`src/sv/hct_pkg.sv`:
```
// hop channel table package: transaction types, command and register codes,
// reset values and default sizes used by hct_divmod and the hop channel table top level

package hct_pkg;

  localparam int unsigned CHANNEL_COUNT_DEF = 128;
  localparam int unsigned TABLE_DEPTH_DEF   = 128;

  localparam int unsigned CH_W   = 7;
  localparam int unsigned CAND_W = 8;
  localparam int unsigned DG_W   = 16;
  localparam int unsigned SIZE_W = 8;
  localparam int unsigned CFG_W  = 8;
  localparam int unsigned REG_W  = 2;

  localparam logic [1:0] CMD_RESTART = 2'd0;
  localparam logic [1:0] CMD_OFFER   = 2'd1;
  localparam logic [1:0] CMD_HOP     = 2'd2;
  localparam logic [1:0] CMD_NONE    = 2'd3;

  localparam logic [REG_W-1:0] REG_MAX_CHANNEL = 2'd0;
  localparam logic [REG_W-1:0] REG_RESERVED_A  = 2'd1;
  localparam logic [REG_W-1:0] REG_RESERVED_B  = 2'd2;
  localparam logic [REG_W-1:0] REG_TABLE_SIZE  = 2'd3;

  localparam logic [CH_W-1:0]   MAX_CHANNEL_RST = 7'd82;
  localparam logic [CH_W-1:0]   RESERVED_A_RST  = 7'd0;
  localparam logic [CH_W-1:0]   RESERVED_B_RST  = 7'd1;
  localparam logic [SIZE_W-1:0] TABLE_SIZE_RST  = 8'd81;

  typedef struct packed {
    logic [1:0]        cmd;
    logic [CAND_W-1:0] candidate;
    logic [DG_W-1:0]   datagram_number;
  } in_t;

  typedef struct packed {
    logic [CH_W-1:0] channel;
    logic            accepted;
    logic            fill_done;
  } out_t;

endpackage

```
`src/sv/hct_ram.sv`:
```
// hop channel table generic memory: one write port, one registered read port
// no dependencies

module hct_ram #(
  parameter int unsigned WIDTH = 8,
  parameter int unsigned DEPTH = 128
) (
  input  logic                     clk_i,
  input  logic                     we_i,
  input  logic [$clog2(DEPTH)-1:0] waddr_i,
  input  logic [WIDTH-1:0]         wdata_i,
  input  logic                     re_i,
  input  logic [$clog2(DEPTH)-1:0] raddr_i,
  output logic [WIDTH-1:0]         rdata_o
);

  logic [WIDTH-1:0] mem_q [DEPTH];
  logic [WIDTH-1:0] rdata_q;

  always_ff @(posedge clk_i) begin
    if (we_i) begin
      mem_q[waddr_i] <= wdata_i;
    end
    if (re_i) begin
      rdata_q <= mem_q[raddr_i];
    end
  end

  assign rdata_o = rdata_q;

endmodule

```
`src/sv/hct_divmod.sv`:
```
// hop channel table serial remainder unit: datagram number modulo table size,
// one restoring subtract per cycle; uses hct_pkg

module hct_divmod
  import hct_pkg::*;
#(
  parameter int unsigned TABLE_DEPTH = TABLE_DEPTH_DEF
) (
  input  logic                             clk_i,
  input  logic                             rst_ni,
  input  logic                             start_i,
  input  logic [DG_W-1:0]                  dividend_i,
  input  logic [$clog2(TABLE_DEPTH+1)-1:0] divisor_i,
  output logic                             done_o,
  output logic [$clog2(TABLE_DEPTH+1)-1:0] rem_o
);

  localparam int unsigned SzW  = $clog2(TABLE_DEPTH + 1);
  localparam int unsigned CntW = $clog2(DG_W);

  logic            busy_q, busy_d;
  logic            done_q, done_d;
  logic [CntW-1:0] cnt_q, cnt_d;
  logic [DG_W-1:0] num_q, num_d;
  logic [SzW-1:0]  rem_q, rem_d;
  logic [SzW-1:0]  div_q, div_d;
  logic [SzW:0]    trial;
  logic [SzW:0]    diff;

  assign trial = {rem_q, num_q[DG_W-1]};
  assign diff  = trial - {1'b0, div_q};

  always_comb begin
    busy_d = busy_q;
    done_d = 1'b0;
    cnt_d  = cnt_q;
    num_d  = num_q;
    rem_d  = rem_q;
    div_d  = div_q;
    if (start_i) begin
      busy_d = 1'b1;
      cnt_d  = '0;
      num_d  = dividend_i;
      rem_d  = '0;
      div_d  = divisor_i;
    end else if (busy_q) begin
      num_d = {num_q[DG_W-2:0], 1'b0};
      if (trial >= {1'b0, div_q}) begin
        rem_d = diff[SzW-1:0];
      end else begin
        rem_d = trial[SzW-1:0];
      end
      cnt_d = cnt_q + 1'b1;
      if (cnt_q == CntW'(DG_W - 1)) begin
        busy_d = 1'b0;
        done_d = 1'b1;
      end
    end
  end

  always_ff @(posedge clk_i or negedge rst_ni) begin
    if (!rst_ni) begin
      busy_q <= 1'b0;
      done_q <= 1'b0;
      cnt_q  <= '0;
    end else begin
      busy_q <= busy_d;
      done_q <= done_d;
      cnt_q  <= cnt_d;
    end
  end

  always_ff @(posedge clk_i) begin
    num_q <= num_d;
    rem_q <= rem_d;
    div_q <= div_d;
  end

  assign done_o = done_q;
  assign rem_o  = rem_q;

endmodule

```
`src/sv/hop_channel_table.sv`:
```
// hop channel table top level: config registers, sequencer, used map and slot memories
// depends on hct_pkg, hct_ram, hct_divmod
// offer: used map lookup, then check and slot write; hop: serial remainder, then slot read;
// restart: used map sweep, then reserved channels marked; unused command: result emitted directly
// one transaction at a time, next one taken the cycle after the result is registered
// reset: used map clearing pass over all CHANNEL_COUNT entries, no input accepted meanwhile

module hop_channel_table
  import hct_pkg::*;
#(
  parameter int unsigned CHANNEL_COUNT = CHANNEL_COUNT_DEF,
  parameter int unsigned TABLE_DEPTH   = TABLE_DEPTH_DEF
) (
  input  logic             clk_i,
  input  logic             rst_ni,
  input  logic             cfg_we_i,
  input  logic [REG_W-1:0] cfg_addr_i,
  input  logic [CFG_W-1:0] cfg_wdata_i,
  input  logic             in_valid_i,
  output logic             in_stall_o,
  input  in_t              in_data_i,
  output logic             out_valid_o,
  input  logic             out_stall_i,
  output out_t             out_data_o
);

  localparam int unsigned ChW   = $clog2(CHANNEL_COUNT);
  localparam int unsigned AddrW = $clog2(TABLE_DEPTH);
  localparam int unsigned SzW   = $clog2(TABLE_DEPTH + 1);

  localparam logic [3:0] ST_CLEAR = 4'd0;
  localparam logic [3:0] ST_RES_A = 4'd1;
  localparam logic [3:0] ST_RES_B = 4'd2;
  localparam logic [3:0] ST_IDLE  = 4'd3;
  localparam logic [3:0] ST_LOOK  = 4'd4;
  localparam logic [3:0] ST_CHECK = 4'd5;
  localparam logic [3:0] ST_DIV   = 4'd6;
  localparam logic [3:0] ST_SLOT  = 4'd7;
  localparam logic [3:0] ST_EMIT  = 4'd8;

  logic [CH_W-1:0]   max_channel_q;
  logic [CH_W-1:0]   res_a_q;
  logic [CH_W-1:0]   res_b_q;
  logic [SIZE_W-1:0] table_size_q;

  logic [3:0]        state_q, state_d;
  logic              mark_q, mark_d;
  logic [ChW-1:0]    clr_q, clr_d;
  logic [SzW-1:0]    fill_q, fill_d;
  logic              out_valid_q, out_valid_d;
  out_t              out_q, out_d;
  logic [CAND_W-1:0] cand_q, cand_d;
  logic [CH_W-1:0]   res_ch_q, res_ch_d;
  logic              res_acc_q, res_acc_d;

  logic [8:0]        ts_ext;
  logic [8:0]        size_clamp;
  logic [SzW-1:0]    eff_size;
  logic [8:0]        cand_ext;
  logic [8:0]        res_a_ext;
  logic [8:0]        res_b_ext;
  logic              cand_ok;
  logic              emit_free;

  logic              used_we;
  logic [ChW-1:0]    used_waddr;
  logic              used_wdata;
  logic              used_re;
  logic              used_rdata;
  logic              slot_we;
  logic              slot_re;
  logic [AddrW-1:0]  slot_raddr;
  logic [CH_W-1:0]   slot_rdata;
  logic              div_start;
  logic              div_done;
  logic [SzW-1:0]    div_rem;

  // effective table size clamped to 1..TABLE_DEPTH
  always_comb begin
    ts_ext = {1'b0, table_size_q};
    if (ts_ext == 9'd0) begin
      size_clamp = 9'd1;
    end else if (ts_ext > 9'(TABLE_DEPTH)) begin
      size_clamp = 9'(TABLE_DEPTH);
    end else begin
      size_clamp = ts_ext;
    end
  end
  assign eff_size = size_clamp[SzW-1:0];

  assign cand_ext  = {1'b0, cand_q};
  assign res_a_ext = {2'b00, res_a_q};
  assign res_b_ext = {2'b00, res_b_q};
  assign cand_ok   = (cand_ext <= {2'b00, max_channel_q}) && (cand_ext < 9'(CHANNEL_COUNT));
  assign emit_free = !out_valid_q || !out_stall_i;

  always_ff @(posedge clk_i or negedge rst_ni) begin
    if (!rst_ni) begin
      max_channel_q <= MAX_CHANNEL_RST;
      res_a_q       <= RESERVED_A_RST;
      res_b_q       <= RESERVED_B_RST;
      table_size_q  <= TABLE_SIZE_RST;
    end else if (cfg_we_i) begin
      unique case (cfg_addr_i)
        REG_MAX_CHANNEL: max_channel_q <= cfg_wdata_i[CH_W-1:0];
        REG_RESERVED_A:  res_a_q       <= cfg_wdata_i[CH_W-1:0];
        REG_RESERVED_B:  res_b_q       <= cfg_wdata_i[CH_W-1:0];
        REG_TABLE_SIZE:  table_size_q  <= cfg_wdata_i[SIZE_W-1:0];
        default: ;
      endcase
    end
  end

  always_comb begin
    state_d     = state_q;
    mark_d      = mark_q;
    clr_d       = clr_q;
    fill_d      = fill_q;
    out_valid_d = out_valid_q;
    out_d       = out_q;
    cand_d      = cand_q;
    res_ch_d    = res_ch_q;
    res_acc_d   = res_acc_q;
    used_we     = 1'b0;
    used_waddr  = cand_q[ChW-1:0];
    used_wdata  = 1'b1;
    used_re     = 1'b0;
    slot_we     = 1'b0;
    slot_re     = 1'b0;
    slot_raddr  = div_rem[AddrW-1:0];
    div_start   = 1'b0;

    if (out_valid_q && !out_stall_i) begin
      out_valid_d = 1'b0;
    end

    unique case (state_q)
      ST_CLEAR: begin
        used_we    = 1'b1;
        used_waddr = clr_q;
        used_wdata = 1'b0;
        clr_d      = clr_q + 1'b1;
        if (clr_q == ChW'(CHANNEL_COUNT - 1)) begin
          state_d = mark_q ? ST_RES_A : ST_IDLE;
        end
      end
      ST_RES_A: begin
        used_we    = res_a_ext < 9'(CHANNEL_COUNT);
        used_waddr = res_a_ext[ChW-1:0];
        state_d    = ST_RES_B;
      end
      ST_RES_B: begin
        used_we    = res_b_ext < 9'(CHANNEL_COUNT);
        used_waddr = res_b_ext[ChW-1:0];
        res_ch_d   = '0;
        res_acc_d  = 1'b0;
        state_d    = ST_EMIT;
      end
      ST_IDLE: begin
        if (in_valid_i) begin
          cand_d    = in_data_i.candidate;
          res_ch_d  = '0;
          res_acc_d = 1'b0;
          unique case (in_data_i.cmd)
            CMD_RESTART: begin
              mark_d  = 1'b1;
              clr_d   = '0;
              fill_d  = '0;
              state_d = ST_CLEAR;
            end
            CMD_OFFER: state_d = ST_LOOK;
            CMD_HOP: begin
              div_start = 1'b1;
              state_d   = ST_DIV;
            end
            CMD_NONE: state_d = ST_EMIT;
            default: state_d = ST_EMIT;
          endcase
        end
      end
      ST_LOOK: begin
        used_re = 1'b1;
        state_d = ST_CHECK;
      end
      ST_CHECK: begin
        if ((fill_q < eff_size) && cand_ok && !used_rdata) begin
          used_we   = 1'b1;
          slot_we   = 1'b1;
          fill_d    = fill_q + 1'b1;
          res_ch_d  = cand_q[CH_W-1:0];
          res_acc_d = 1'b1;
        end
        state_d = ST_EMIT;
      end
      ST_DIV: begin
        if (div_done) begin
          slot_re = 1'b1;
          state_d = ST_SLOT;
        end
      end
      ST_SLOT: begin
        res_ch_d = slot_rdata;
        state_d  = ST_EMIT;
      end
      ST_EMIT: begin
        if (emit_free) begin
          out_valid_d       = 1'b1;
          out_d.channel     = res_ch_q;
          out_d.accepted    = res_acc_q;
          out_d.fill_done   = fill_q >= eff_size;
          state_d           = ST_IDLE;
        end
      end
      default: state_d = ST_IDLE;
    endcase
  end

  always_ff @(posedge clk_i or negedge rst_ni) begin
    if (!rst_ni) begin
      state_q     <= ST_CLEAR;
      mark_q      <= 1'b0;
      clr_q       <= '0;
      fill_q      <= '0;
      out_valid_q <= 1'b0;
    end else begin
      state_q     <= state_d;
      mark_q      <= mark_d;
      clr_q       <= clr_d;
      fill_q      <= fill_d;
      out_valid_q <= out_valid_d;
    end
  end

  always_ff @(posedge clk_i) begin
    out_q     <= out_d;
    cand_q    <= cand_d;
    res_ch_q  <= res_ch_d;
    res_acc_q <= res_acc_d;
  end

  hct_ram #(
    .WIDTH (1),
    .DEPTH (CHANNEL_COUNT)
  ) u_used_ram (
    .clk_i   (clk_i),
    .we_i    (used_we),
    .waddr_i (used_waddr),
    .wdata_i (used_wdata),
    .re_i    (used_re),
    .raddr_i (cand_q[ChW-1:0]),
    .rdata_o (used_rdata)
  );

  hct_ram #(
    .WIDTH (CH_W),
    .DEPTH (TABLE_DEPTH)
  ) u_slot_ram (
    .clk_i   (clk_i),
    .we_i    (slot_we),
    .waddr_i (fill_q[AddrW-1:0]),
    .wdata_i (cand_q[CH_W-1:0]),
    .re_i    (slot_re),
    .raddr_i (slot_raddr),
    .rdata_o (slot_rdata)
  );

  hct_divmod #(
    .TABLE_DEPTH (TABLE_DEPTH)
  ) u_divmod (
    .clk_i      (clk_i),
    .rst_ni     (rst_ni),
    .start_i    (div_start),
    .dividend_i (in_data_i.datagram_number),
    .divisor_i  (eff_size),
    .done_o     (div_done),
    .rem_o      (div_rem)
  );

  assign in_stall_o  = state_q != ST_IDLE;
  assign out_valid_o = out_valid_q;
  assign out_data_o  = out_q;

endmodule
```
`config.mk`:
```
export PLATFORM = sky130hd
export DESIGN_NAME = hop_channel_table
export DESIGN_NICKNAME = d
export VERILOG_FILES = /design/src/sv/hct_pkg.sv /design/src/sv/hct_ram.sv /design/src/sv/hct_divmod.sv /design/src/sv/hop_channel_table.sv
export SDC_FILE = /design/constraint.sdc
export NUM_CORES = 1
export LEC_CHECK = 0
export BUFFER_PORTS_ARGS = -buffer_cell sky130_fd_sc_hd__buf_2
export CAP_MARGIN = 20
export CORE_ASPECT_RATIO = 0.75
export CORE_UTILIZATION = 52
export CTS_CLUSTER_DIAMETER = 150
export DETAILED_ROUTE_END_ITERATION = 10
export PLACE_DENSITY_LB_ADDON = 0.08
export SYNTH_ARGS = -nofsm -noshare
export SYNTH_HDL_FRONTEND = slang
export SYNTH_HIERARCHICAL = 1
export SYNTH_SLANG_ARGS = --single-unit
```
`constraint.sdc`:
```
create_clock -name clk_i -period 5.3 [get_ports clk_i]
set_input_delay 0.265 -clock clk_i [delete_from_list [all_inputs] [get_ports clk_i]]
set_output_delay 0.265 -clock clk_i [all_outputs]
set_load 0.01 [all_outputs]
```
---- Yosys cells after proc, flatten, opt, wreduce, memory -nomap -nowiden ----
Memory sizes are Yosys's and may differ from the RTL's. A register that Yosys moved wholly into a read port is not among the register bits.
Index checks and enable logic that the tools add are counted.
word-level totals
  memories kept ........................... 2
  output and inout port bits .............. 11
  bits in read-only memories .............. 0
  register bits ........................... 113
  latch bits .............................. 0
  bits in writable memories ............... 1024
operators by class
  multipliers ............................. 0
  equal/unequal tests ..................... 23
  shift operators ......................... 0
  reductions and logical operators ........ 30
  add/subtract/negate cells ............... 4
  div/mod/pow operators ................... 0
  mux-type cells .......................... 51
  order comparisons ....................... 8
  bitwise operators ....................... 0
memory list
  name              words  bits a word  rd ports  clocked after memory_dff  wr ports  line           RTL
  u_slot_ram.mem_q  128    7            1         1                         1         hct_ram.sv:17  logic [WIDTH-1:0] mem_q [DEPTH];
  u_used_ram.mem_q  128    1            1         1                         1         hct_ram.sv:17
operators with widths
  cell                                                   count
  two-way mux 8 bit                                      6
  two-way mux 16 bit                                     2
  two-way mux 7 bit                                      4
  one-hot mux 4 bit (7 select lines)                     1
  one-hot mux 7 bit (4 select lines)                     1
  two-way mux 1 bit                                      24
  two-way mux 4 bit                                      6
  one-hot mux 7 bit (3 select lines)                     1
  == test 4 x 3 -> 1 bit (second input constant)         4
  < comparator 7 x 8 -> 1 bit (second input constant)    2
  one-hot mux 4 bit (4 select lines)                     1
  one-hot mux 8 bit (2 select lines)                     1
  one-hot mux 7 bit (2 select lines)                     1
  AND reduction 2 bit                                    6
  AND reduction 3 bit                                    4
  inequality test 2 bit (second input constant)          5
  greater-or-equal comparator 9 x 8 -> 1 bit             1
  adder 8 x 1 -> 8 bit (second input constant)           1
  == test 2 bit (second input constant)                  4
  == test 4 x 2 -> 1 bit (second input constant)         2
  == test 4 bit (second input constant)                  2
  greater-or-equal comparator 8 bit                      1
  greater-than comparator 8 bit (second input constant)  1
  <= comparator 8 x 7 -> 1 bit                           1
  other kinds (24)                                       34

---- Logic depth before layout (Yosys ltp) ----
  word-level depth ........................ 10
  gate-level depth with buffers ........... 15
  gate-level depth less buffers ........... 12

---- Modules after synthesis ----
Netlist, hierarchy kept.
modules (own cells, without submodules)
  module                area each (µm²)  cells each  instances
  hct_ram (u_slot_ram)  34877.2          1453        1
  hct_ram (u_used_ram)  5729.2           395         1
  hop_channel_table     3905.0           360         1
  hct_divmod            1969.4           176         1

---- Worst setup path after synthesis ----
Ideal clock, no wire load.
  path kind ............................... reg2reg
  start ................................... register cand_q[5]
  end ..................................... memory u_slot_ram/mem_q[110][0] (netlist name), enable pin
  arrival ................................. 4.621 ns
  library setup time ...................... 0.360 ns
  slack ................................... 0.318 ns
  period minus slack after synthesis ...... 4.982 ns
  required time ........................... 4.940 ns
  stages on the path, launching flop included .. 13
  path buffers ............................ 3
  cell sequence ........................... edfxtp_1 -> ha_1 -> a21o_1 -> a211oi_1 -> a21oi_1 -> a211o_1 -> buf_4 -> inv_4 -> clkbuf_1 -> nor2b_1 -> nand3_1 -> clkbuf_1 -> nor2_1
between the ends
  longest elaborated chain between the ends .. 8
  elaborated cells on any way between the ends .. 9
RTL lines
  item                                                                       line                      RTL
  from (decl)                                                                hop_channel_table.sv:52   logic [CAND_W-1:0] cand_q, cand_d;
  from (signal assigned)                                                     hop_channel_table.sv:236  cand_q <= cand_d;
  <= comparator 8 x 7 -> 1 bit / < comparator 8 bit (equally long branches)  hop_channel_table.sv:94   assign cand_ok = (cand_ext <= {2'b00, max_channel_q}) && (cand_ext < 9'(CHANNEL_COUNT));
  logical AND 1 bit (*)                                                      hop_channel_table.sv:94
  logical AND 1 bit (*) (2 in a row)                                         hop_channel_table.sv:186  if ((fill_q < eff_size) && cand_ok && !used_rdata) begin
  two-way mux 1 bit (*)                                                      hop_channel_table.sv:186
  two-way mux 1 bit (*)                                                      hop_channel_table.sv:137  unique case (state_q)
  named net slot_we                                                          hop_channel_table.sv:70   logic slot_we;
  two-way mux 1 bit (*)                                                      hct_ram.sv:21             if (we_i) begin
  two-way mux 1 bit (implied by the code) (*)                                hct_ram.sv:22             mem_q[waddr_i] <= wdata_i;
  to (decl)                                                                  hct_ram.sv:17
The timed path passes the listed nets; every way through them passes the cells marked *.

---- Worst setup path in the final report ----
  start ................................... register table_size_q[1]
  end ..................................... memory u_slot_ram/mem_q[16][5] (netlist name), enable pin
between the ends
  longest elaborated chain between the ends .. 10
  elaborated cells on any way between the ends .. 11
RTL lines
  item                                         line                      RTL
  from (decl)                                  hop_channel_table.sv:44   logic [SIZE_W-1:0] table_size_q;
  from (signal assigned)                       hop_channel_table.sv:108  REG_TABLE_SIZE: table_size_q <= cfg_wdata_i[SIZE_W-1:0];
  greater-than comparator 8 bit                hop_channel_table.sv:83   end else if (ts_ext > 9'(TABLE_DEPTH)) begin
  two-way mux 8 bit                            hop_channel_table.sv:83
  two-way mux 8 bit (*)                        hop_channel_table.sv:81   if (ts_ext == 9'd0) begin
  named net size_clamp[0]                      hop_channel_table.sv:57   logic [8:0] size_clamp;
  < comparator 8 bit (*)                       hop_channel_table.sv:186
  logical AND 1 bit (*) (2 in a row)           hop_channel_table.sv:186
  two-way mux 1 bit (*)                        hop_channel_table.sv:186
  two-way mux 1 bit (*)                        hop_channel_table.sv:137
  named net slot_we                            hop_channel_table.sv:70
  two-way mux 1 bit (*)                        hct_ram.sv:21
  two-way mux 1 bit (implied by the code) (*)  hct_ram.sv:22
Marks and branches as above.

==> qor.csv <==
stage,metric,value,unit
status,status,"finished, final reports clean",
cts,cts_tree,built,
synthesis,synth.area.top_cells,"edfxtp_1 (70%), mux4_2 (16%), dfrtp_1 (2.6%), nor2_1 (2.3%), mux2_2 (0.90%)",
timing,timing.final.ws_setup,879,ps
setup_path,cp_slowest_cell,nor2_1,
floorplan,die_y,261,µm
synthesis,ys_warn_count,6,
synthesis,yosysMostFrequentCell,edfxtp_1,
placed_design,routabilityCongestion,0.858,
final_layout,area_growth,12.1,%
synthesis,syn_nets,2455,
route,post-route-drc-count,0,
synthesis,synth_edf_count,1081,
setup_path,start_kind,flop,
timing,slew_headroom,26.4,%
pwr,p_total,26400,µW
synthesis,synth_top_area_share,69.8,%
final_layout,layoutNonFillerInstCount,3767,
cts,cts_sinks,1145,
timing,min_period,4420,ps
cts,clockRootBuffer,clkbuf_16,
setup_path,crit_chain,nor4_1 > a21oi_1 > nor2_1 > ha_1 > nor2b_1 > o211ai_1 > a21oi_1 > a211o_1 > inv_4 > nor2b_1 > nand2_1 > nor2_1,
floorplan,ios,52,
timing,max_freq,0.226,GHz
route,drt.antenna.violating_nets,0,
floorplan,die_area,90600,µm²
timing,hold_slack,87.9,ps
grt,overflow,0,
timing,tightest_slew,1100,ps
placed_design,dp_slack,972,ps
pwr,power.density,506,nW/µm²
timing,finalHoldViolations,0,
placed_design,port_buffers,51,
synthesis,ys_types,71,
synthesis,ys_ff_latch,1145,
synthesis,yosysSeqAreaShare,73.2,%
synthesis,netlist_instances,2384,
pwr,max-vdd-ir-drop,352,µV
route,routed_wirelength,108000,µm
timing,timing.final.crit_share,83.4,%
timing,tns,0,ps
grt,antenna_found_initial,2,
route,first_pass_iters,6,
cts,post_cts_buffers,0,
setup_path,end_kind,flop,
setup_path,cp.required,5620,ps
route,vias_per_cell,6.26,
cts,cts_made_buffers,108,
synthesis,synth_top_cell_by_area,edfxtp_1,
flow_run,drv_cap,0,
floorplan,core,88100,µm²
cts,cts_buffer_depth,3,
setup_path,cp.arrival,4740,ps
timing,rsz0062_at_grt,false,
route,wl_per_cell,28.7,µm
placed_design,hpwl,65700,µm
synthesis,synthArstFlopShare,4.89,%
route,vias,23600,
floorplan,initial_core_util,52.8,%
grt,grt_pass1_wl,159000,µm
final_layout,drive_gt1_share,25.0,%
grt,grt_pass1_vias,23200,
grt,grt_max_degree,160,
setup_path,path_max_fanout,15,
setup_path,crit_path_max_incr_delay,800,ps
min_path,worstHoldPathType,primary input to flop,
pwr,leakage,0.0167,µW
synthesis,synth_area,46500,µm²
timing,finalSetupViolations,0,
floorplan,rows,94,
final_layout,layout.nets,2591,
placed_design,dp_cells,3523,
timing,slew_violations,0,
route,drtIter0Drc,3175,
grt,grt_use_total,24.2,%
synthesis,synthFlopType,edfxtp_1,
floorplan,die_x,347,µm
synthesis,syn_avg_cell_area,19.5,µm²
cts,clk-insertion-delay-late,700,ps
setup_path,path_class,flop to flop,
synthesis,synth_commonest_cells,"edfxtp_1 (1081), mux4_2 (320), nor2_1 (288)",
cts,ctsHtreeMaxLevel,3,
cts,clk_pin_slew,60,ps
timing,fin_skew,29.8,ps
placed cells by master (no fill, tap or decap), types with 12 or more instances in the layout:
cell type and count:
a21oi_1 26, buf_2 52, buf_4 48, clkbuf_1 20, clkbuf_16 108, clkinv_1 24
clkinv_2 21, dfrtp_1 49, dlygate4sd3_1 35, edfxtp_1 1081, ha_1 29, inv_1 37
mux2_1 15, mux2_2 37, mux4_2 320, nand2_1 70, nand2b_1 16, nand3_1 49
nand4_1 15, nor2_1 288, nor2b_1 24, nor3_1 17, o21ai_0 15, o31ai_1 12
routing by layer:
metal / track usage (%) / up-vias / share of wire [%]
met5: 0 / - / 0.012
met4: 6.00 / 2 / 2.2
met3: 6.27 / 153 / 9.1
met2: 34.3 / 1007 / 44
met1: 37.7 / 12500 / 45
li1: - / 9965 / -
through the flow:
step                utilization [%]  cell area, µm²
finish                         59.1           52100
global route                   59.1           52100
CTS                            59.1           52000
detailed placement             54.7           48200
global placement               54.7           48200
floorplan                         -           46500
registers in the layout, summed over array words and instances (netlist names):
register            count
cand_q                  8
clr_q                   7
fill_q                  8
mark_q                  1
max_channel_q           7
out_data_o              9
out_valid_o             1
res_a_q                 7
res_acc_q               1
res_b_q                 7
res_ch_q                7
state_q                 4
table_size_q            8
u_divmod/busy_q         1
u_divmod/cnt_q          4
u_divmod/div_q          8
u_divmod/done_o         1
u_divmod/num_q         16
u_divmod/rem_o          8
u_slot_ram/mem_q      896
u_slot_ram/rdata_o      7
u_used_ram/mem_q      128
u_used_ram/rdata_o      1
worst paths after layout:
| check | startpoint | endpoint | slack [ps] | depth (start not counted) |
|---|---|---|---|---|
| max in group asynchronous | rst_ni | mark_q | 4510 | 3 |
| min in group asynchronous | rst_ni | max_channel_q[2] | 290 | 3 |
| worst max register to register | table_size_q[1] | u_slot_ram/mem_q[16][5] | 880 | 12 |
| worst min-delay path | cfg_addr_i[1] | max_channel_q[4] | 90 | 5 |
| worst min register to register | res_ch_q[6] | out_data_o[8] | 440 | 0 |
| worst max-delay path | table_size_q[1] | u_slot_ram/mem_q[16][5] | 880 | 12 |
area by class of cell:
type	count	area, µm²
flip-flops and latches	1145	34000
multi-input cells	1078	11800
diodes	2	5.00
clock inverters	73	707
clock buffers	130	2810
well taps	1152	1440
inverters	40	153
repair buffers	147	1190
fillers	6344	36000
power by group:
part | internal (µW) | leakage [µW] | switching [µW] | total (µW)
clock | 4330 | 0.00171 | 3370 | 7700
combinational | 3230 | 0.00455 | 4320 | 7550
sequential | 10600 | 0.0105 | 499 | 11100
critical path, delay by kind of cell (launching register included):
| kind | cells | cell delay (ps) |
|---|---|---|
| simple gates | 6 | 2340 |
| flops | 1 | 390 |
| compound gates | 4 | 910 |
| fa+ha+maj | 1 | 190 |
| buf+inv | 1 | 190 |
timing repair:
action,4_1_cts,5_1_grt
endpoints found under the hold margin,105,0
resized for setup,0,0
endpoints found under the setup margin,0,0
hold buffers,35,0
kinds of logic after synthesis:
kind of cell / after synthesis / synth area share (%)
flops: 1145 / 73.2
simple gates: 524 / 5.04
mux: 389 / 17.4
buf+inv: 161 / 1.51
compound gates: 125 / 1.84
fa+ha+maj: 30 / 0.824
xor+xnor: 10 / 0.188
(Power assumes the default switching activity.)
